`src/hdl/ock_pkg.sv`:
```
`default_nettype none
// ----------------------------------------------------------------------------
// ock_pkg
// Shared types and constants for the omni chassis kinematics block.
// ----------------------------------------------------------------------------
package ock_pkg;

   localparam int OCK_LANES    = 4;
   localparam int OCK_OPND_W   = 42;   // lane operand, scaled by 2^24 shift
   localparam int OCK_SPLIT    = 24;   // low part of the operand
   localparam int OCK_RES_W    = 52;   // lane product after the shift
   localparam int OCK_HWB_W    = 20;
   localparam int OCK_LIM_W    = 31;
   localparam int OCK_ADDR_W   = 5;

   localparam logic [OCK_LIM_W-1:0] SPEED_LIMIT_RESET = 31'd2304000;

   typedef enum logic [2:0] {
      REG_INV_GAIN  = 3'd0,
      REG_LIN_GAIN  = 3'd1,
      REG_ROT_GAIN  = 3'd2,
      REG_HALF_WB   = 3'd3,
      REG_SPEED_LIM = 3'd4
   } ock_reg_type;

   typedef enum logic {
      KIND_INVERSE = 1'b0,
      KIND_FORWARD = 1'b1
   } ock_kind_type;

   typedef struct packed {
      logic [31:0]          inv_gain;
      logic [31:0]          lin_gain;
      logic [31:0]          rot_gain;
      logic [OCK_HWB_W-1:0] half_wb;
      logic [OCK_LIM_W-1:0] speed_lim;
   } ock_cfg_type;

   typedef struct packed {
      logic load_part;
      logic load_sum;
   } ock_lane_ctl_type;

endpackage
`default_nettype wire

```
`src/hdl/ock_lane.sv`:
```
`default_nettype none
// ----------------------------------------------------------------------------
// ock_lane
// One multiply lane: floor(operand * gain / 2^24) in two stages.
// ----------------------------------------------------------------------------
module ock_lane (
   input  wire logic                                clock,
   input  wire ock_pkg::ock_lane_ctl_type           ctl,
   input  wire logic signed [ock_pkg::OCK_OPND_W-1:0] opnd,
   input  wire logic [31:0]                         gain,
   output logic signed [ock_pkg::OCK_RES_W-1:0]     res
);
   import ock_pkg::*;

   localparam int HI_W = OCK_OPND_W - OCK_SPLIT;

   logic signed [HI_W-1:0]       op_hi;
   logic [OCK_SPLIT-1:0]         op_lo;
   logic signed [HI_W+32:0]      hi_prod_ff;
   logic signed [HI_W+32:0]      hi_prod_in;
   logic [OCK_SPLIT+31:0]        lo_prod_ff;
   logic [OCK_SPLIT+31:0]        lo_prod_in;
   logic signed [OCK_RES_W-1:0]  res_ff;
   logic signed [OCK_RES_W-1:0]  res_in;

   // split the operand: high part signed, low part unsigned
   assign op_hi      = opnd[OCK_OPND_W-1:OCK_SPLIT];
   assign op_lo      = opnd[OCK_SPLIT-1:0];
   assign hi_prod_in = op_hi * $signed({1'b0, gain});
   assign lo_prod_in = {{32{1'b0}}, op_lo} * {{OCK_SPLIT{1'b0}}, gain};

   // low product is nonnegative, so its shifted part folds in exactly
   assign res_in = OCK_RES_W'(hi_prod_ff)
                 + $signed({{(OCK_RES_W-32){1'b0}}, lo_prod_ff[OCK_SPLIT+31:OCK_SPLIT]});

   always_ff @(posedge clock) begin
      if (ctl.load_part) begin
         hi_prod_ff <= hi_prod_in;
         lo_prod_ff <= lo_prod_in;
      end
      if (ctl.load_sum) begin
         res_ff <= res_in;
      end
   end

   assign res = res_ff;

endmodule
`default_nettype wire

```
`config.mk`:
```
export PLATFORM = sky130hd
export DESIGN_NAME = ock_lane
export DESIGN_NICKNAME = d
export VERILOG_FILES = /design/src/hdl/ock_pkg.sv /design/src/hdl/ock_lane.sv
export SDC_FILE = /design/constraint.sdc
export NUM_CORES = 2
export LEC_CHECK = 0
export BUFFER_PORTS_ARGS = -buffer_cell sky130_fd_sc_hd__clkbuf_2
export CAP_MARGIN = 20
export CORE_MARGIN = 1
export CORE_UTILIZATION = 52
export DETAILED_ROUTE_END_ITERATION = 8
export PLACE_DENSITY = 0.73
export SYNTH_ARGS = -nofsm -noshare
export SYNTH_HDL_FRONTEND = slang
export SYNTH_SLANG_ARGS = --single-unit
```
`constraint.sdc`:
```
create_clock -name clock -period 22 [get_ports clock]
set_clock_uncertainty 0.1 [all_clocks]
set_input_delay 2.2 -clock clock [delete_from_list [all_inputs] [get_ports clock]]
set_output_delay 2.2 -clock clock [all_outputs]
set_load 0.005 [all_outputs]
```
==> impl_table.tex <==
\begin{tabular}{lr}
\hline
Metric & Value \\
\hline
\multicolumn{2}{l}{\textbf{Run status}} \\
\quad Run status & complete, no violations \\
\multicolumn{2}{l}{\textbf{Worst setup path}} \\
\quad Arrival time reported for the critical path endpoint & 9.78 ns \\
\quad Kind of start point of the critical path & primary input \\
\quad Max Fanout on Critical Path & 32 \\
\quad R2R cell count & 13 \\
\quad Crit end category & flop \\
\quad Data required time of the critical path & 22.04 ns \\
\quad Critical path start-end classification & in -> reg \\
\multicolumn{2}{l}{\textbf{Routing}} \\
\quad DR vias & 34670 \\
\quad Total Routed Length & 116900 µm \\
\quad Drt initial violations & 2323 \\
\quad Iteration count of the initial detailed-routing pass & 6 \\
\quad ANT nets after route & 0 \\
\quad Average wire per cell in the routed design & 18.21 µm \\
\quad Vias per inst & between 5 and 6 \\
\quad Total DRC errors in the routed layout & 0 \\
\multicolumn{2}{l}{\textbf{Placed design}} \\
\quad HPWL after detailed placement & 92000 µm \\
\quad Pre-CTS setup slack & 11.94 ns \\
\quad Buffers on Ports & $\sim$130 \\
\quad Gp weighted congestion & 0.8917 \\
\multicolumn{2}{l}{\textbf{Die}} \\
\quad Die Outline Area & 94150 µm² \\
\quad Standard-cell row count & around 110 \\
\quad Effective utilization at floorplan & between 50\% and 60\% \\
\quad IO Pins & 129 \\
\quad Die Ht & 306.8 µm \\
\quad DIE WIDTH & just over 300 µm \\
\quad Area of the placeable core & around 90000 µm² \\
\multicolumn{2}{l}{\textbf{Timing}} \\
\quad Number of max-slew violations in the final report & 0 \\
\quad Hold\_ws & 0.4781 ns \\
\quad Time the worst path needs with I/O delays and setup & 9.745 ns \\
\quad Slew at the pin with the worst max-slew slack & just over 0.9 ns \\
\quad Setup violations, final & 0 \\
\quad Setup repair after global routing missed its margin & no \\
\quad Max Clk Rate & 102.6 MHz \\
\quad Max\_slew headroom & roughly two fifths \\
\quad Hold Vio Cnt, Final & 0 \\
\quad Final critical-path setup slack & 12.26 ns \\
\quad Setup TNS & 0 ns \\
\quad Share of the cycle needed by the critical path after routing & roughly 44\% \\
\multicolumn{2}{l}{\textbf{Synth}} \\
\quad Post-Syn Area per Cell & 9.231 µm² \\
\quad Top cells by count, synth & 1277 x inv\_1, 1138 x fa\_1, 827 x nand2\_1 \\
\quad Dominant cells by area after synthesis & fa\_1 47\%, inv\_1 9.9\%, ha\_1 9.6\% \\
\quad Main flop type after synthesis & edfxtp\_1 \\
\quad Cell with the most instances after synthesis & inv\_1 \\
\quad Library cell occupying the most area in the post-synthesis netlist & fa\_1 \\
\quad Proportion of synthesized chip area in sequential cells & $\sim$8.4\% \\
\quad Net Count, Synth & 6821 \\
\quad Flip-flop and latch count after synthesis & approximately 140 \\
\quad Yosys warning count & 0 \\
\quad Count of unique library cells instantiated by Yosys & 65 \\
\quad Synthesized area & slightly below 50000 µm² \\
\quad Synth top area share & a little under half \\
\quad Async SR Flop Fraction & 0\% \\
\quad Number of enable flip-flop cells after synthesis & 135 \\
\quad Synthesized instance count & 5235 \\
\multicolumn{2}{l}{\textbf{CTS}} \\
\quad Post-cts gate resize count & 0 \\
\quad Later-pin clock latency in the skew report & 0.46 ns \\
\quad TritonCTS clock tree & done \\
\quad Count of buffers added by post-CTS timing repair for setup & 0 \\
\quad \# hold bufs at CTS & 0 \\
\quad Register clock-pin slew on the reported worst setup and hold paths & 0.07 ns \\
\quad Sinks on the clock net & 135 \\
\quad Clock Tree Buf Depth & 2 \\
\quad CTS root buffer & clkbuf\_16 \\
\quad Depth of the CTS H-tree & 4 \\
\quad Number of buffers created by CTS & 17 \\
\multicolumn{2}{l}{\textbf{Cells and area}} \\
\quad Number of filler cells placed in the layout & 8126 \\
\quad Proportion of layout cells with a drive suffix above 1 & 4.176\% \\
\quad Area added between synthesis and finish & 4.298\% \\
\quad Count of nets after finishing & 6745 \\
\multicolumn{2}{l}{\textbf{GRT}} \\
\quad Initial antenna violation count & 8 \\
\quad Vias in the first global route & around 37000 \\
\quad Pin count of the biggest net entering global routing & 56 \\
\quad First-pass GRT wire length & 192600 µm \\
\quad Total routing resource utilization after global routing & 25.91\% \\
\quad Remaining global-route overflow & 0 \\
\multicolumn{2}{l}{\textbf{Flow run}} \\
\quad Total of max-cap violations & 0 \\
\multicolumn{2}{l}{\textbf{Worst hold path}} \\
\quad Class of the worst hold path & reg -> reg \\
\quad Worst hold path depth & 1 \\
\hline
\end{tabular}
==> cell families after synthesis <==
| logic type | synth area share (%) |
|---|---|
| AOI/OAI and AO/OA | 4.544 |
| xor gates and xnor gates | 2.266 |
| adders and majority gates | 56.75 |
| buffers and inverters | 11.95 |
| DFF | 8.389 |
| and+or+nand+nor | 16.09 |
==> cell type report <==
| class | count | area, µm² | area share (%) |
|---|---|---|---|
| antenna | 3 | 7.507 | 0.01490 |
| clock inverter | 15 | 136.4 | 0.2706 |
| tap | 1243 | 1555 | 3.086 |
| inverter | 1277 | 4793 | 9.511 |
| multi-input combinational | 3561 | 38490 | 76.37 |
| sequential | 135 | 4054 | 8.043 |
| timing repair buffer | 167 | 935.9 | 1.857 |
| clock buffer | 17 | 425.4 | 0.8441 |
==> routing by layer <==
layer  wire [µm]  GRT usage [%]  vias up
met2       58200          44.30     1214
met3        7552          3.660      246
met1       46620          33.51    18040
met5          46              0        -
li1            -              -    15170
met4        4456          9.628        6
==> registers in the layout, indices dropped and copies added (netlist names) <==
register    cells
hi_prod_ff     51
lo_prod_ff     32
res            52
==> critical path, stage by stage <==
cell	delay, ns
clkbuf_2	0.65
nand2_1	0.19
fa_1	0.58
inv_1	0.05
fa_1	0.47
inv_1	0.05
fa_1	0.49
fa_1	0.53
inv_1	0.07
fa_1	0.51
fa_1	0.49
inv_1	0.05
fa_1	0.56
inv_1	0.07
ha_1	0.37
a21oi_1	0.17
o21ai_0	0.15
a21oi_1	0.42
o21ai_0	0.22
a221o_1	0.33
a21o_1	0.19
or2_2	0.31
xor2_1	0.65
==> cells in the final DEF, fill, tap and decap left out, types with 10 or more instances in the layout <==
cell type  netlist  final
inv_1         1277   1277
fa_1          1138   1138
nand2_1        827    827
and2_1         555    555
ha_1           371    371
edfxtp_1       135    135
clkbuf_2         0    127
a21oi_1        102    102
xnor2_1         76     76
a21o_1          72     72
o21ai_0         56     56
xor2_1          49     49
nor2_1          47     47
buf_4            0     40
nand2b_1        32     32
nor2b_1         28     28
nand3_1         26     26
nand4_1         17     17
clkbuf_16        0     17
nor3_1          15     15
o21bai_1        14     14
and3_1          13     13
o21a_1          12     12
a211oi_1        10     10
==> per-stage QoR <==
stage	utilization [%]	std cells	instance area, µm²
finish	54.90	6418	50400
global route	54.89	6415	50390
CTS	54.89	6415	50390
detailed placement	54.28	6383	49830
global placement	54.28	6383	49830
floorplan	-	5235	48320
==> final timing paths <==
check / slack (ns) / end / startpoint
setup / recovery: 12.26 / lo_prod_ff[43] / opnd[3]
hold / removal: 0.48 / res[0] / hi_prod_ff[0]
setup reg to reg: 17.80 / res[40] / lo_prod_ff[24]
hold reg to reg: 0.48 / res[0] / hi_prod_ff[0]
Power is left out: the tool's default activity adds up to more than one toggle a clock period on the data nets, which glitch-free logic cannot reach.
