[config.mk]
export PLATFORM = sky130hd
export DESIGN_NAME = ock_csr
export DESIGN_NICKNAME = d
export VERILOG_FILES = /design/src/hdl/ock_pkg.sv /design/src/hdl/ock_csr.sv
export SDC_FILE = /design/constraint.sdc
export NUM_CORES = 1
export LEC_CHECK = 0
export BUFFER_PORTS_ARGS = -buffer_cell sky130_fd_sc_hd__buf_2
export CORE_UTILIZATION = 51
export CTS_BUF_LIST = sky130_fd_sc_hd__clkbuf_16
export DETAILED_ROUTE_END_ITERATION = 16
export PLACE_DENSITY = 0.8
export REMOVE_ABC_BUFFERS = 1
export SYNTH_ARGS = -nofsm -noshare
export SYNTH_HDL_FRONTEND = slang
export SYNTH_SLANG_ARGS = --single-unit
[constraint.sdc]
create_clock -name clock -period 1.6 [get_ports clock]
set_input_delay 0.24 -clock clock [delete_from_list [all_inputs] [get_ports clock]]
set_output_delay 0.24 -clock clock [all_outputs]
set_load 0.02 [all_outputs]
[src/hdl/ock_pkg.sv]
`default_nettype none
// ----------------------------------------------------------------------------
// ock_pkg
// Shared types and constants for the omni chassis kinematics block.
// ----------------------------------------------------------------------------
package ock_pkg;

   localparam int OCK_LANES    = 4;
   localparam int OCK_OPND_W   = 42;   // lane operand, scaled by 2^24 shift
   localparam int OCK_SPLIT    = 24;   // low part of the operand
   localparam int OCK_RES_W    = 52;   // lane product after the shift
   localparam int OCK_HWB_W    = 20;
   localparam int OCK_LIM_W    = 31;
   localparam int OCK_ADDR_W   = 5;

   localparam logic [OCK_LIM_W-1:0] SPEED_LIMIT_RESET = 31'd2304000;

   typedef enum logic [2:0] {
      REG_INV_GAIN  = 3'd0,
      REG_LIN_GAIN  = 3'd1,
      REG_ROT_GAIN  = 3'd2,
      REG_HALF_WB   = 3'd3,
      REG_SPEED_LIM = 3'd4
   } ock_reg_type;

   typedef enum logic {
      KIND_INVERSE = 1'b0,
      KIND_FORWARD = 1'b1
   } ock_kind_type;

   typedef struct packed {
      logic [31:0]          inv_gain;
      logic [31:0]          lin_gain;
      logic [31:0]          rot_gain;
      logic [OCK_HWB_W-1:0] half_wb;
      logic [OCK_LIM_W-1:0] speed_lim;
   } ock_cfg_type;

   typedef struct packed {
      logic load_part;
      logic load_sum;
   } ock_lane_ctl_type;

endpackage
`default_nettype wire

[src/hdl/ock_csr.sv]
`default_nettype none
// ----------------------------------------------------------------------------
// ock_csr
// Configuration registers behind an APB-style port.
// ----------------------------------------------------------------------------
module ock_csr (
   input  wire logic                         clock,
   input  wire logic                         reset,
   input  wire logic                         csr_psel,
   input  wire logic                         csr_penable,
   input  wire logic                         csr_pwrite,
   input  wire logic [ock_pkg::OCK_ADDR_W-1:0] csr_paddr,
   input  wire logic [31:0]                  csr_pwdata,
   output logic [31:0]                       csr_prdata,
   output logic                              csr_pready,
   output ock_pkg::ock_cfg_type              cfg
);
   import ock_pkg::*;

   ock_cfg_type cfg_ff;
   ock_cfg_type cfg_in;
   ock_reg_type idx;
   logic        wr_en;

   assign idx        = ock_reg_type'(csr_paddr[OCK_ADDR_W-1:2]);
   assign wr_en      = csr_psel & csr_penable & csr_pwrite & csr_pready;
   assign csr_pready = 1'b1;
   assign cfg        = cfg_ff;

   always_comb begin
      cfg_in = cfg_ff;
      if (wr_en) begin
         unique case (idx)
            REG_INV_GAIN:  cfg_in.inv_gain  = csr_pwdata;
            REG_LIN_GAIN:  cfg_in.lin_gain  = csr_pwdata;
            REG_ROT_GAIN:  cfg_in.rot_gain  = csr_pwdata;
            REG_HALF_WB:   cfg_in.half_wb   = csr_pwdata[OCK_HWB_W-1:0];
            REG_SPEED_LIM: cfg_in.speed_lim = csr_pwdata[OCK_LIM_W-1:0];
            default:       cfg_in = cfg_ff;
         endcase
      end
   end

   always_ff @(posedge clock) begin
      if (reset) begin
         cfg_ff.inv_gain  <= '0;
         cfg_ff.lin_gain  <= '0;
         cfg_ff.rot_gain  <= '0;
         cfg_ff.half_wb   <= '0;
         cfg_ff.speed_lim <= SPEED_LIMIT_RESET;
      end else begin
         cfg_ff <= cfg_in;
      end
   end

   always_comb begin
      unique case (idx)
         REG_INV_GAIN:  csr_prdata = cfg_ff.inv_gain;
         REG_LIN_GAIN:  csr_prdata = cfg_ff.lin_gain;
         REG_ROT_GAIN:  csr_prdata = cfg_ff.rot_gain;
         REG_HALF_WB:   csr_prdata = {{(32-OCK_HWB_W){1'b0}}, cfg_ff.half_wb};
         REG_SPEED_LIM: csr_prdata = {{(32-OCK_LIM_W){1'b0}}, cfg_ff.speed_lim};
         default:       csr_prdata = '0;
      endcase
   end

endmodule
`default_nettype wire

==> results of run 1 <==
## synth_stat cells
library cell and number:
conb_1 1, buf_4 10, nand3b_1 11, nand2b_1 175, o2bb2ai_1 20, nand2_2 1, and4b_1 1, and3b_1 1
nor2b_1 2, nand2_1 12, dfxtp_1 147, or2_1 2, o32ai_1 1, nor3b_1 1, o211ai_1 10, and2_1 2
a21oi_1 2, and4_1 1, nor2_1 12, clkbuf_1 26, nor3b_4 2, mux2i_1 179, nand3_1 1, a221o_1 20
buf_6 6, nand4_1 1, buf_2 13
## per-stage QoR
stage	hold slack [ns]	instance area (um^2)	utilization [%]	instances
after CTS	0.0929	9300	70.3	1091
after floorplan	0.396	6600	-	605
after global placement	0.472	8360	63.2	1037
after detailed placement	0.481	8360	63.2	1037
after global routing	0.108	9340	70.5	1091
final	0.118	9340	70.5	1091
## path summary, 6_finish.rpt
path,start,end,cells after the start
setup / recovery,cfg[43]$_SDFFE_PP0P_,csr_prdata[12],4
hold / removal,csr_pwdata[17],cfg[17]$_SDFFE_PP1P_,3
setup reg to reg,cfg[90]$_SDFFE_PP0P_,cfg[90]$_SDFFE_PP0P_,3
hold reg to reg,cfg[93]$_SDFFE_PP0P_,cfg[93]$_SDFFE_PP0P_,2
## power by group through the flow
| stage | registers, W | logic, W | clock network [W] |
|---|---|---|---|
| global route | 0.00371 | 0.000668 | 0.00402 |
| floorplan | 0.00382 | 0.000252 | 0 |
| CTS | 0.00371 | 0.000623 | 0.00385 |
| global placement | 0.00379 | 0.000576 | 0 |
| detailed placement | 0.00379 | 0.000595 | 0 |
| finish | 0.00371 | 0.000635 | 0.00383 |
## cells in the final DEF (no fill, tap or decap), drive strengths merged, types with 7 or more instances in the layout
cell type / count
clkbuf: 18
mux2i: 179
inv: 7
nand3b: 11
buf: 278
a221o: 20
nand2b: 175
o2bb2ai: 20
dfxtp: 147
nor2: 12
nand2: 13
o211ai: 10
## kinds of logic (layout without fill, tap and decap cells)
kind of cell / Yosys count / count (layout)
AO/OA/AOI/OAI: 53 / 53
buffers and inverters: 55 / 310
flip-flops: 147 / 147
multiplexers: 179 / 179
other: 1 / 1
AND/OR/NAND/NOR: 225 / 225
## repair_timing
item                                    in CTS  in global routing
endpoints found under the hold margin        0                  0
buffers inserted                            22                  0
cloned                                       1                  0
endpoints found under the setup margin      32                 30
gates resized for setup                     89                 13
pin swaps                                    5                  6
## layer usage
metal / routed length (um) / global-route usage (%) / part of all wire, %
met5: 0 / 0 / 0
met4: 539 / 13.1 / 2.7
met2: 10400 / 51.1 / 51
met1: 8350 / 33.9 / 41
met3: 943 / 5.02 / 4.7
## critical path, delay by kind of cell (launching register included)
kind / cells / cell delay [ns]
compound gates: 2 / 0.38
buf+inv: 1 / 0.14
flops: 1 / 0.32
mux: 1 / 0.17
## cell type report
type	count	area, um^2
clock buffer	17	425
clock inverter	14	134
fill	967	3900
multi-input combinational	458	3700
sequential	147	2990
tap	176	220
timing repair buffer	279	1860
==> impl_metrics.json, run 1 <==
{
  "outcome": "complete, but fails checks",
  "violations": "design-rule violations, negative setup slack",
  "cpPeakStageDelay_ns": 0.32,
  "worstSetupEndpointType": "primary output",
  "cts_tree": "done",
  "synth_xor_area_share_pct": 0,
  "antenna_found_initial": 0,
  "start_util_pct": 52.2,
  "cts_sinks": 147,
  "track_usage_pct": 28.8,
  "cts_root_buf": "clkbuf_16",
  "synth_cells": 660,
  "required_ns": 1.36,
  "grt_max_degree": 94,
  "grt.overflow.total": 0,
  "fin_nets": 945,
  "fp.dieH_um": 118,
  "path_cells": "mux2i_1 -> o2bb2ai_1 -> a221o_1 -> buf_6",
  "synth-seq-cells": 147,
  "cts_buffers": 17,
  "yosysSeqAreaShare_pct": 42.6,
  "syn_area_mm2": 0.00691,
  "largest_reg_flops": 147,
  "p_leak_nw": 4.79,
  "p_per_area_mw_per_mm2": 876,
  "first_pass_iters": 11,
  "cts_hold_buf": 0,
  "clock_latency_ns": 0.42,
  "hold_violations": 0,
  "antenna_cells": 0,
  "synth-simple-area-share_pct": 20.2,
  "grt_pass1_vias": 6003,
  "clkSlewWorstSetupHoldPaths_ns": 0.06,
  "period_minus_slack_ns": 1.66,
  "cp_slowest_cell": "dfxtp_2",
  "maxSlewViolCount": 0,
  "p_sw_share_pct": 22.2,
  "drc": 2,
  "ys_warn_count": 0,
  "wirelength_um": 20300,
  "cap_violations": 0,
  "fin_total_pwr_w": 0.00818,
  "hold_path.class": "in2reg",
  "final.setup.tns_ns": -0.399,
  "layout_setup_ws_ns": -0.0641,
  "ir_drop_mv": 0.743,
  "synth_compound_gate_area_share_pct": 6.79,
  "rrSetupSlack_ns": 0.87,
  "critPathKind": "reg2out",
  "synth_fa_ha_area_share_pct": 0,
  "routabilityCongestion": 0.835,
  "clockBufferDepth": 2,
  "power.share.clock_pct": 46.9,
  "io_buffers": 218,
  "setup_viol": 14,
  "drtIter0Drc": 428,
  "path_max_fanout": 2,
  "critPathArrivalTime_ns": 1.42,
  "synth_top_family_by_area": "multiplexers",
  "combPwrFrac_pct": 7.8,
  "startpoint_type": "register",
  "syn2layout_area_growth_pct": 35.2,
  "ant_nets": 0,
  "htreeDepth": 4,
  "synth_top_cell_area_share_pct": 42.6,
  "p_int_w": 0.00636,
  "p_seq_share_pct": 45.4,
  "design.die.area_mm2": 0.0140,
  "power_switching_w": 0.00182,
  "synth_top_area_cell": "dfxtp_1",
  "dp_slack_ns": -0.0885,
  "min_period_over_period_pct": 104,
  "row_count": 42,
  "synth.area.mux_share_pct": 25.9,
  "drive_gt1_share_pct": 38.6,
  "ys_types": 27,
  "fin_skew_ns": 0,
  "fmax_mhz": 601,
  "pin_count": 222,
  "dp_hpwl_um": 13500,
  "grt_pass1_wl_um": 31600,
  "vias": 5994,
  "rsz0062_at_grt": "yes",
  "synth.avg_cell_area_um2": 10.5,
  "synthTopCellsByArea": "dfxtp_1 43%, mux2i_1 26%, nand2b_1 16%, a221o_1 2.9%, o2bb2ai_1 2.5%",
  "via_per_inst": 5.49,
  "core_area_mm2": 0.0132,
  "routedWlPerCell_um": 18.6,
  "die_x_um": 118
}
Power figures use the tool's default switching activity.
==> inputs of run 2 (changes only) <==
PLACE_DENSITY = not set   (was 0.8)
PLACE_DENSITY_LB_ADDON = 0.05   (was not set)
==> run 2 against run 1 <==
Against the previous run: the flow finishes with violations (negative setup slack); total power increased by 0.93%; core utilization increased by 0.87 points; wire length decreased by 0.61%; largest power group unchanged.
==> impl_metrics.json, run 2 (synthesis gave the netlist of run 1 again) <==
{
  "htreeDepth": 4,
  "fmax_mhz": 601,
  "cpPeakStageDelay_ns": 0.33,
  "fin_skew_ns": 0,
  "combPwrFrac_pct": 8.1,
  "pin_count": 222,
  "cts_sinks": 147,
  "syn2layout_area_growth_pct": 36.9,
  "hold_path.class": "in2reg",
  "worstSetupEndpointType": "primary output",
  "clock_latency_ns": 0.41,
  "cts_hold_buf": 0,
  "antenna_found_initial": 0,
  "fill_cells": 1035,
  "rsz0062_at_grt": "yes",
  "cts_tree": "done",
  "cts_root_buf": "clkbuf_16",
  "min_period_over_period_pct": 104,
  "p_seq_share_pct": 44.9,
  "final_common_cell": "buf_2",
  "first_pass_iters": 5,
  "layout_setup_ws_ns": -0.0650,
  "final_util_pct": 71.4,
  "vias": 5884,
  "antenna_cells": 0,
  "crit_family": "compound AO/OA/AOI/OAI gates",
  "path_cells": "mux2i_1 -> o2bb2ai_2 -> a221o_1 -> buf_6",
  "maxSlewViolCount": 0,
  "drive_gt1_share_pct": 39.2,
  "critPathKind": "reg2out",
  "required_ns": 1.36,
  "critPathArrivalTime_ns": 1.43,
  "wirelength_um": 20100,
  "die_x_um": 118,
  "dp_slack_ns": -0.0223,
  "p_per_area_mw_per_mm2": 873,
  "clkSlewWorstSetupHoldPaths_ns": 0.06,
  "cp_slowest_cell": "dfxtp_2",
  "ant_nets": 0,
  "timing.rr.start": "cfg[37]$_SDFFE_PP0P_",
  "dp_hpwl_um": 12700,
  "row_count": 42,
  "drc": 0,
  "cap_violations": 0,
  "layout_common_cells": "185 x buf_2, 179 x mux2i_1, 175 x nand2b_1",
  "track_usage_pct": 27.8,
  "cp-startpoint": "cfg[101]$_SDFFE_PP0P_",
  "power_switching_w": 0.00185,
  "grt_max_degree": 94,
  "routabilityCongestion": 0.781,
  "violations": "negative setup slack",
  "grt.overflow.total": 0,
  "clockBufferDepth": 2,
  "design.die.area_mm2": 0.0140,
  "hold_violations": 0,
  "path_max_fanout": 3,
  "via_per_inst": 5.40,
  "core_area_mm2": 0.0132,
  "grt_pass1_wl_um": 30300,
  "outcome": "complete, but fails checks",
  "period_minus_slack_ns": 1.67,
  "fp.dieH_um": 118,
  "fin_nets": 944,
  "routedWlPerCell_um": 18.5,
  "min_from": "csr_pwdata[17]",
  "p_int_w": 0.00641,
  "power.share.clock_pct": 47.0,
  "cts_buffers": 17,
  "cp_num_buf_inv": 1,
  "drtIter0Drc": 379,
  "largest_reg_flops": 147,
  "ir_drop_mv": 0.735,
  "startpoint_type": "register",
  "start_util_pct": 52.2,
  "p_sw_share_pct": 22.4,
  "grt_pass1_vias": 5672,
  "io_buffers": 218,
  "setup_viol": 14,
  "p_leak_nw": 4.82
}
[run 2: per-stage QoR]
| stage | total power, W | hold slack, ns | std cells | setup TNS (ns) | cell area, um^2 |
|---|---|---|---|---|---|
| after global routing | 0.00851 | 0.124 | 1090 | -1.36 | 9450 |
| final | 0.00826 | 0.118 | 1090 | -0.226 | 9450 |
| after CTS | 0.00824 | 0.108 | 1079 | -0.329 | 9180 |
| after global placement | 0.00437 | 0.469 | 1028 | 0 | 8310 |
| after detailed placement | 0.00438 | 0.476 | 1028 | -0.0437 | 8310 |
| after floorplan | 0.00407 | 0.396 | 605 | -51.39 | 6600 |
[run 2: final timing paths]
check,cells after the start,to,slack [ns]
setup / recovery,4,csr_prdata[18],-0.07
hold / removal,3,cfg[17]$_SDFFE_PP1P_,0.12
setup reg to reg,4,cfg[37]$_SDFFE_PP0P_,0.78
hold reg to reg,2,cfg[137]$_SDFFE_PP0P_,0.48
[run 2: metal layers]
metal	up-vias	routed length [um]	GRT usage (%)
li1	2780	-	-
met1	2874	8850	36.1
met2	204	9580	45.8
met3	26	1400	6.08
met5	-	0	0
met4	0	303	9.10
[run 2: worst register-to-register path, delay by kind of cell, from the launching register on]
family	cells	cell delay, ns
simple gates	1	0.07
flops	1	0.32
buf+inv	2	0.25
mux	1	0.06
[run 2: layout make-up]
class / instances / area [um^2] / area share, %
clock inverter: 14 / 148 / 1.56
sequential: 147 / 2990 / 31.7
multi-input combinational: 458 / 3690 / 39.1
clock buffer: 17 / 425 / 4.50
tap: 176 / 220 / 2.33
timing repair buffer: 278 / 1970 / 20.9
[run 2: what timing repair did]
item,CTS,global route
pin swaps,7,11
hold endpoints to repair,0,0
gates cloned,0,4
gates resized for setup,65,44
setup buffers,20,7
endpoints found under the setup margin,19,27
[run 2: power groups by stage]
stage / Combinational (W) / Clock [W] / Sequential (W)
3_3_place_gp: 0.000578 / 0 / 0.00379
4_1_cts: 0.000608 / 0.00392 / 0.00371
6_report: 0.000666 / 0.00388 / 0.00371
3_5_place_dp: 0.000592 / 0 / 0.00379
2_1_floorplan: 0.000252 / 0 / 0.00382
5_1_grt: 0.000703 / 0.00409 / 0.00371
