File: config.mk
export PLATFORM = sky130hd
export DESIGN_NAME = ock_merge
export DESIGN_NICKNAME = d
export VERILOG_FILES = /design/src/hdl/ock_pkg.sv /design/src/hdl/ock_merge.sv
export SDC_FILE = /design/constraint.sdc
export NUM_CORES = 1
export LEC_CHECK = 0
export BUFFER_PORTS_ARGS = -buffer_cell sky130_fd_sc_hd__buf_2
export CAP_MARGIN = 20
export CORE_ASPECT_RATIO = 2
export CORE_MARGIN = 5
export CORE_UTILIZATION = 30
export DETAILED_ROUTE_END_ITERATION = 6
export GPL_TIMING_DRIVEN = 1
export PLACE_DENSITY_LB_ADDON = 0.3
export RECOVER_POWER = 50
export SLEW_MARGIN = 40
export SYNTH_ARGS = -nofsm -noshare
export SYNTH_HDL_FRONTEND = slang
export SYNTH_SLANG_ARGS = --single-unit
File: constraint.sdc
create_clock -name vclk -period 14.85
set_clock_uncertainty 0.15 [all_clocks]
set_input_delay 2.97 -clock vclk [all_inputs]
set_output_delay 2.97 -clock vclk [all_outputs]
set_load 0.02 [all_outputs]
File: src/hdl/ock_pkg.sv
`default_nettype none
// ----------------------------------------------------------------------------
// ock_pkg
// Shared types and constants for the omni chassis kinematics block.
// ----------------------------------------------------------------------------
package ock_pkg;

   localparam int OCK_LANES    = 4;
   localparam int OCK_OPND_W   = 42;   // lane operand, scaled by 2^24 shift
   localparam int OCK_SPLIT    = 24;   // low part of the operand
   localparam int OCK_RES_W    = 52;   // lane product after the shift
   localparam int OCK_HWB_W    = 20;
   localparam int OCK_LIM_W    = 31;
   localparam int OCK_ADDR_W   = 5;

   localparam logic [OCK_LIM_W-1:0] SPEED_LIMIT_RESET = 31'd2304000;

   typedef enum logic [2:0] {
      REG_INV_GAIN  = 3'd0,
      REG_LIN_GAIN  = 3'd1,
      REG_ROT_GAIN  = 3'd2,
      REG_HALF_WB   = 3'd3,
      REG_SPEED_LIM = 3'd4
   } ock_reg_type;

   typedef enum logic {
      KIND_INVERSE = 1'b0,
      KIND_FORWARD = 1'b1
   } ock_kind_type;

   typedef struct packed {
      logic [31:0]          inv_gain;
      logic [31:0]          lin_gain;
      logic [31:0]          rot_gain;
      logic [OCK_HWB_W-1:0] half_wb;
      logic [OCK_LIM_W-1:0] speed_lim;
   } ock_cfg_type;

   typedef struct packed {
      logic load_part;
      logic load_sum;
   } ock_lane_ctl_type;

endpackage
`default_nettype wire

File: src/hdl/ock_merge.sv
`default_nettype none
// ----------------------------------------------------------------------------
// ock_merge
// Combine lane products into one result word: clamp wheel speeds or
// saturate velocity estimates, zero the unused group.
// ----------------------------------------------------------------------------
module ock_merge (
   input  wire logic                                 kind,
   input  wire logic [ock_pkg::OCK_LIM_W-1:0]        speed_lim,
   input  wire logic signed [ock_pkg::OCK_RES_W-1:0] lane_res [ock_pkg::OCK_LANES],
   output logic [31:0]                               speed_out [ock_pkg::OCK_LANES],
   output logic [31:0]                               est_out [3]
);
   import ock_pkg::*;

   localparam logic signed [OCK_RES_W-1:0] S32_MAX = OCK_RES_W'(64'sh7FFF_FFFF);
   localparam logic signed [OCK_RES_W-1:0] S32_MIN = -OCK_RES_W'(64'sh8000_0000);

   logic signed [OCK_RES_W-1:0] lim_pos;
   logic signed [OCK_RES_W-1:0] lim_neg;
   logic signed [OCK_RES_W-1:0] clamped [OCK_LANES];
   logic signed [OCK_RES_W-1:0] sat [3];

   assign lim_pos = $signed({{(OCK_RES_W-OCK_LIM_W){1'b0}}, speed_lim});
   assign lim_neg = -lim_pos;

   always_comb begin
      for (int i = 0; i < OCK_LANES; i++) begin
         if (lane_res[i] > lim_pos)      clamped[i] = lim_pos;
         else if (lane_res[i] < lim_neg) clamped[i] = lim_neg;
         else                            clamped[i] = lane_res[i];
         speed_out[i] = (kind == KIND_INVERSE) ? clamped[i][31:0] : '0;
      end
      for (int j = 0; j < 3; j++) begin
         if (lane_res[j] > S32_MAX)      sat[j] = S32_MAX;
         else if (lane_res[j] < S32_MIN) sat[j] = S32_MIN;
         else                            sat[j] = lane_res[j];
         est_out[j] = (kind == KIND_FORWARD) ? sat[j][31:0] : '0;
      end
   end

endmodule
`default_nettype wire
==> results of run 1 <==
[critical path, cell delays in order]
cell       delay (ps)
buf_2             140
inv_1             310
ha_1              320
nor3b_1           640
nand2_1           400
nor3_1            640
nand3_1           590
nor4_1            410
xnor2_1           450
inv_1             320
ha_1              380
nand2_1            70
nor3_1            180
nand2_1           100
or4_1             540
a311oi_1          310
o2111ai_1         160
nand3_2           100
buf_4             530
and3_1            760
a221o_1           340
buf_2             190
[power groups by stage]
| stage | clock network, uW | logic, uW | registers, uW |
|---|---|---|---|
| 3_5_place_dp | 0 | 535 | 0 |
| 6_report | 0.0000632 | 548 | 0 |
| 3_3_place_gp | 0 | 526 | 0 |
| 2_1_floorplan | 0 | 297 | 0 |
| 5_1_grt | 0.00000903 | 584 | 0 |
| 4_1_cts | 0 | 537 | 0 |
[final timing paths]
| kind | startpoint | end | slack [ps] | cells past startpoint |
|---|---|---|---|---|
| max | speed_lim[1] | speed_out[18] | 880 | 22 |
| min | lane_res[2] | speed_out[2] | 6210 | 3 |
[kinds of logic after synthesis]
kind of cell | count (synthesis) | share of synthesized area (%)
AND/OR/NAND/NOR | 736 | 26.61
AO/OA/AOI/OAI | 657 | 33.02
adder cells (fa/ha/maj) | 321 | 30.18
XOR/XNOR | 23 | 1.617
multiplexers | 26 | 2.040
buffers and inverters | 207 | 6.534
[layer usage]
layer  wire, um  share of wire [%]  global-route usage (%)
met1      29480                 31                   33.91
met5         26              0.027                       0
met4      13590                 14                   38.40
met3       6920                7.3                   7.180
met2      45200                 47                   63.49
[metrics by stage]
stage	power, uW	setup slack [ps]	cells	utilization [%]	hold slack [ps]
floorplan	297.4	3641	1970	-	5973
global placement	526.3	1507	2907	36.76	6201
detailed placement	534.6	1365	2907	36.88	6200
CTS	537.2	1334	2907	36.88	6201
global route	584.0	557.5	2908	36.61	6218
finish	548.2	876.4	2914	36.64	6207
[cells in the final DEF, fill, tap and decap left out, types with 8 or more instances in the layout]
| cell type | instances |
|---|---|
| o21a_1 | 18 |
| xnor2_1 | 18 |
| nor2_1 | 244 |
| a211oi_1 | 52 |
| nand3_1 | 67 |
| and4_1 | 11 |
| o21ai_0 | 78 |
| nor3_1 | 78 |
| a2111oi_0 | 8 |
| a221o_1 | 19 |
| nor4_1 | 27 |
| a31oi_1 | 47 |
| ha_1 | 321 |
| inv_1 | 79 |
| nand2b_1 | 8 |
| buf_4 | 41 |
| o2111ai_1 | 8 |
| and2_1 | 9 |
| nor2b_1 | 12 |
| buf_2 | 359 |
| nand2_1 | 146 |
| a311oi_2 | 17 |
| clkbuf_1 | 107 |
| a21oi_1 | 228 |
| and3_1 | 12 |
| o211ai_1 | 26 |
| nand4_1 | 82 |
| a21o_1 | 85 |
| mux2i_1 | 19 |
[cell type report]
cell class,count,area [um2],share of cell area (%)
multi-input combinational,1763,12610,78.09
timing repair buffer,509,2522,15.63
tap,555,694.4,4.302
inverter,80,301.5,1.868
antenna,7,17.52,0.1085
==> results_dict.tcl, run 1 <==
set metrics [dict create \
    period_needed_ps 13970 \
    crit_path_end_kind "output pin" \
    crit_arrival_ps 10850 \
    p_seq_share_pct 0 \
    yosysTopAreaCellShare_pct 30.18 \
    design_area_um2 16140 \
    synth.most_common_cell "ha_1" \
    seq_cells 0 \
    rsz0062_at_grt "no" \
    cts_resized 0 \
    core_area_um2 44050 \
    crit_type "in2out" \
    n_fill_cell 4867 \
    p_clk_share_pct 0 \
    area_growth_pct 21.30 \
    regArea_um2 0 \
    gp_congestion 1.068 \
    min_period_over_period_pct 94.10 \
    grt_first_pass_wirelength_um 132400 \
    dieArea_um2 48930 \
    cts_hold_buf 0 \
    tightest_slew_ps 3677 \
    cellPowerDensity_nw_per_um2 33.96 \
    hold_violations 0 \
    drtIter0Drc 1747 \
    synth_top_area_cell "ha_1" \
    row_count 109 \
    die_x_um 158.9 \
    synth_cells 1970 \
    vias_per_cell 6.409 \
    ys_top_cells_by_area "ha_1, a21oi_1, nor2_1" \
    overflow 0 \
    dieHeight_um 307.9 \
    violations "capacitance limit, slew limit" \
    combinationalPowerShare_pct 100.0 \
    crit_required_ps 11730 \
    antenna_found_initial 9 \
    post-cts-setup-buffers 0 \
    drive_above_1_share_pct 20.11 \
    synth.top_cells.by_count "ha_1, nor2_1, a21oi_1" \
    p_switching_uw 377.5 \
    final_nets 2915 \
    p_leak_uw 0.007893 \
    postPlaceCellArea_um2 16250 \
    internal_power_uw 170.8 \
    grt_pass1_vias 18653 \
    grt_max_degree 84 \
    drc 0 \
    ant_nets 0 \
    fmax_mhz 71.56 \
    yosysWarningCount 0 \
    totalWireLength_um 95220 \
    grt.total_usage_pct 36.39 \
    vias 18677 \
    syn_area_per_cell_um2 6.755 \
    wl_per_cell_um 32.68 \
    final-setup-viol-count 0 \
    synth.distinct_cells 77 \
    first_pass_iters 6 \
    crit_fanout 34 \
    maxCapViolations 3 \
    timing.critical_path.from_type "input pin" \
    portBuffers 464 \
    slew_viol_final 121 \
    start_util_pct 30.21 \
    sw_frac_of_total_pct 68.85 \
    hp-class "in2out" \
    peakVddDrop_mv 0.01371 \
    synth_nets 2531 \
    slew_headroom_pct -145.1 \
    io-pin-count 464 \
    n_clock_buffer 0 \
    place_hpwl_um 78490 \
    outcome "finished with violations" \
    fin_setup_tns_ps 0 \
    synth_seq_area_share_pct 0 \
    synth_area_um2 13310 \
]
Note: power is estimated with default switching activity, not from simulation.
==> run 2: changes to the inputs <==
--- a/config.mk
+++ b/config.mk
@@ -5,11 +5,11 @@
 export SDC_FILE = /design/constraint.sdc
 export NUM_CORES = 1
 export LEC_CHECK = 0
-export BUFFER_PORTS_ARGS = -buffer_cell sky130_fd_sc_hd__buf_2
+export BUFFER_PORTS_ARGS = -buffer_cell sky130_fd_sc_hd__clkbuf_2
 export CAP_MARGIN = 20
 export CORE_ASPECT_RATIO = 2
 export CORE_MARGIN = 5
-export CORE_UTILIZATION = 30
+export CORE_UTILIZATION = 31
 export DETAILED_ROUTE_END_ITERATION = 6
 export GPL_TIMING_DRIVEN = 1
 export PLACE_DENSITY_LB_ADDON = 0.3
==> run 2 against run 1 <==
  * The flow still finishes with violations (capacitance limit, slew limit)
  * Fmax grew 0.86%
  * Final area shrank 0.22%
  * Core utilization grew 1.2 points
  * Non-clock buffer count grew 2
  * Routed wire length shrank 3.3%
  * Hold slack lost 14 ps
  * First-iteration DRC count grew 0.74%
  * Final cell count shrank 0.45%
  * Critical path type unchanged
==> results_dict.tcl, run 2 (synthesis results as in run 1) <==
set metrics [dict create \
    outcome "finished with violations" \
    violations "capacitance limit, slew limit" \
    totalWireLength_um 92070 \
    dieHeight_um 303.0 \
    fmax_mhz 72.18 \
    io-pin-count 464 \
    slew_viol_final 274 \
    overflow 0 \
    fin_setup_tns_ps 0 \
    drtIter0Drc 1760 \
    grt_pass1_vias 18516 \
    dieArea_um2 47420 \
    start_util_pct 31.26 \
    gp_congestion 1.046 \
    pre_cts_slack_ps 1754 \
    crit_path_end_kind "output pin" \
    drc 0 \
    utilization_pct 37.83 \
    min_from "lane_res[52]" \
    cts_hold_buf 0 \
    drive_above_1_share_pct 20.56 \
    maxCapViolations 5 \
    wl_per_cell_um 31.74 \
    crit_arrival_ps 10730 \
    slew_headroom_pct -135.9 \
    place_hpwl_um 76800 \
    timing.critical_path.from_type "input pin" \
    vias_per_cell 6.465 \
    fin_ws_ps 996.0 \
    min_period_over_period_pct 93.29 \
    final_cell_mix "clkbuf_2, ha_1, nor2_1, a21oi_1, nand2_1" \
    grt_max_degree 92 \
    rsz0062_at_grt "no" \
    p_leak_uw 0.007908 \
    cts_resized 0 \
    regArea_um2 0 \
    final_nets 2917 \
    antenna_found_initial 3 \
    core_area_um2 42570 \
    grt.total_usage_pct 36.66 \
    hp-class "in2out" \
    portBuffers 464 \
    n_clock_buffer 0 \
    cellPowerDensity_nw_per_um2 33.71 \
    post-cts-setup-buffers 0 \
    period_needed_ps 13850 \
    crit_required_ps 11730 \
    startpoint "speed_lim[7]" \
    final_common_cell "clkbuf_2" \
    hold_violations 0 \
    die_x_um 156.5 \
    row_count 107 \
    ant_nets 0 \
    crit_fanout 22 \
    first_pass_iters 7 \
    vias 18756 \
    seq_cells 0 \
    area_growth_pct 21.03 \
    final-setup-viol-count 0 \
    tightest_slew_ps 3539 \
    grt_first_pass_wirelength_um 127500 \
    peakVddDrop_mv 0.01377 \
    crit_type "in2out" \
]
-- run 2: path summary, 6_finish.rpt --
kind / cells after the start / slack [ps] / endpoint
setup / recovery: 20 / 1000 / speed_out[30]
hold / removal: 4 / 6190 / speed_out[32]
-- run 2: layer usage --
layer  global-route usage, %  vias to the layer above  wire [um]
met5                       0                        -         12
met1                   35.05                     8729      28360
met4                   36.73                        2      12260
met2                   64.10                     1263      44410
li1                        -                     8306          -
met3                   5.981                      456       7039
-- run 2: power breakdown --
| group | internal, uW | switching, uW |
|---|---|---|
| combinational | 171 | 372 |
| sequential | 0 | 0 |
| clock | 0.0000180 | 0 |
-- run 2: layout make-up --
type,instances,area [um2]
well taps,545,681.9
inverters,80,301.5
repair buffers,511,2544
multi-input cells,1763,12570
diodes,2,5.005
fillers,4744,26470
-- run 2: per-stage QoR --
stage / hold slack (ps) / cells / area, um2 / power, uW
after floorplan: 5973 / 1970 / 13310 / 297.4
after global placement: 6197 / 2898 / 16190 / 522.6
after detailed placement: 6190 / 2899 / 16250 / 531.0
after CTS: 6191 / 2899 / 16250 / 533.6
after global routing: 6249 / 2899 / 16100 / 577.1
final: 6194 / 2901 / 16110 / 543.0
-- run 2: critical path, stage by stage --
cell and delay, ps:
clkbuf_2 210, nor4_1 1020, nand4_1 710, nor4_1 460
buf_4 210, nand2_1 140, or3_1 510, inv_1 380
ha_1 310, nand4_1 180, nor4_1 580, nand2_1 150
or4_1 550, a311oi_1 290, o2111ai_1 160, nand3_2 480
buf_4 420, mux2i_1 130, a211oi_1 560, clkbuf_2 300
==> run 3: changes to the inputs <==
--- a/config.mk
+++ b/config.mk
@@ -11,7 +11,7 @@
 export CORE_MARGIN = 5
 export CORE_UTILIZATION = 31
 export DETAILED_ROUTE_END_ITERATION = 6
-export GPL_TIMING_DRIVEN = 1
+export GPL_TIMING_DRIVEN = 0
 export PLACE_DENSITY_LB_ADDON = 0.3
 export RECOVER_POWER = 50
 export SLEW_MARGIN = 40
==> run 3 against run 2 <==
  * The run now ends clean
  * Die area unchanged
  * Critical endpoint is now speed_out[120]
  * Final area increased by 1.4%
  * Fmax decreased by 5.5%
  * Routed wire length increased by 8.1%
  * Sequential cell count unchanged
  * Combinational power increased by 2%
==> results_dict.tcl, run 3 (synthesis results as in run 1) <==
set metrics [dict create \
    outcome "finished clean" \
    overflow 0 \
    portBuffers 453 \
    fin_setup_tns_ps 0 \
    final_common_cell "clkbuf_2" \
    grt_max_degree 14 \
    grt_pass1_vias 18638 \
    regArea_um2 0 \
    io-pin-count 464 \
    seq_cells 0 \
    drtIter0Drc 1514 \
    maxCapViolations 0 \
    post-cts-setup-buffers 0 \
    final-setup-viol-count 0 \
    first_pass_iters 5 \
    core_area_um2 42570 \
    design_area_um2 16340 \
    dieHeight_um 303.0 \
    final_nets 2988 \
    wl_per_cell_um 33.45 \
    row_count 107 \
    cts_resized 0 \
    vias 19029 \
    final_cell_mix "clkbuf_2, ha_1, nor2_1, a21oi_1, clkbuf_1" \
    die_x_um 156.5 \
    whs_endpoint "speed_out[32]" \
    slew_viol_final 0 \
    area_growth_pct 22.75 \
    fmax_mhz 68.24 \
    period_needed_ps 14650 \
    crit_path_end_kind "output pin" \
    start_util_pct 31.26 \
    slew_headroom_pct 11.70 \
    drive_above_1_share_pct 19.34 \
    dieArea_um2 47420 \
    grt_first_pass_wirelength_um 134100 \
    n_clock_buffer 0 \
    cellPowerDensity_nw_per_um2 34.00 \
    hold_violations 0 \
    gp_congestion 1.074 \
    drc 0 \
    rsz0062_at_grt "no" \
    ant_nets 0 \
    tightest_slew_ps 1325 \
    p_leak_uw 0.007951 \
    n_fill_cell 4821 \
    cts_hold_buf 0 \
    crit_fanout 10 \
    totalWireLength_um 99530 \
    crit_arrival_ps 11530 \
    crit_type "in2out" \
    postPlaceCellArea_um2 16460 \
    crit_required_ps 11730 \
    timing.critical_path.from_type "input pin" \
    peakVddDrop_mv 0.01323 \
    antenna_found_initial 5 \
    hold_depth 4 \
    min_from "lane_res[52]" \
    min_period_over_period_pct 98.68 \
    place_hpwl_um 86260 \
    hp-class "in2out" \
    grt.total_usage_pct 39.52 \
    vias_per_cell 6.394 \
]
run 3: cell types whose count changed in the layout (fill, tap and decap cells not counted), moves of 5 or more:
cell,previous run,this run
nor3_2,5,13
nor2_1,241,247
clkbuf_2,365,360
clkbuf_1,103,189
nor3_1,74,66
xnor2_1,19,13
buf_4,42,2
buf_2,0,22
xnor2_2,3,9
run 3: final cells by class:
type / count / area, um2 / share of cell area, %
repair buffers: 455 / 2157 / 13.20
diodes: 6 / 15.01 / 0.09191
plain buffers: 127 / 575.6 / 3.523
multi-input cells: 1763 / 12610 / 77.17
well taps: 545 / 681.9 / 4.174
inverters: 80 / 300.3 / 1.838
run 3: critical path, stage by stage:
cell       delay, ps
clkbuf_2         170
inv_1            420
ha_1             370
nor3b_2          650
nand2_1          430
nor3_1           780
nand3_1          490
nor4_1           470
xnor2_2          360
inv_1            450
ha_1             320
a2111oi_0        310
o21ai_0          160
a221o_1          360
a21oi_1          220
o21ai_0          160
a311oi_2         340
mux2i_1          470
clkbuf_1         660
o21ai_0          280
a31oi_1          410
clkbuf_2         250
run 3: per-stage QoR:
step | hold slack, ps | setup slack (ps) | utilization [%] | std cells | total power (uW)
floorplan | 5973 | 3641 | - | 1970 | 297.4
global placement | 6199 | 183.5 | 38.19 | 2968 | 534.8
detailed placement | 6188 | 563.4 | 38.66 | 2970 | 545.1
CTS | 6190 | 504.0 | 38.66 | 2970 | 547.7
global route | 6232 | 59.56 | 38.35 | 2972 | 587.6
finish | 6189 | 196.1 | 38.37 | 2976 | 555.4
run 3: per-layer routing:
layer	track usage, %	share of wire, %
met2	71.35	49
met3	5.781	6.5
met5	0	0.014
met1	35.94	31
met4	40.41	14
run 3: how the worst max path moves through the flow:
stage | start | slack [ps] | to | cells after the start
floorplan | speed_lim[8] | 3640 | speed_out[17] | 19
global placement | speed_lim[1] | 180 | speed_out[29] | 21
detailed placement | speed_lim[1] | 560 | speed_out[120] | 22
CTS | speed_lim[1] | 500 | speed_out[120] | 22
global route | speed_lim[1] | 60 | speed_out[120] | 22
finish | speed_lim[1] | 200 | speed_out[120] | 22
run 3: where the power goes:
part           internal (uW)  total [uW]  switching [uW]
registers                  0           0               0
logic                    170         555             385
clock network     0.00000589  0.00000592               0
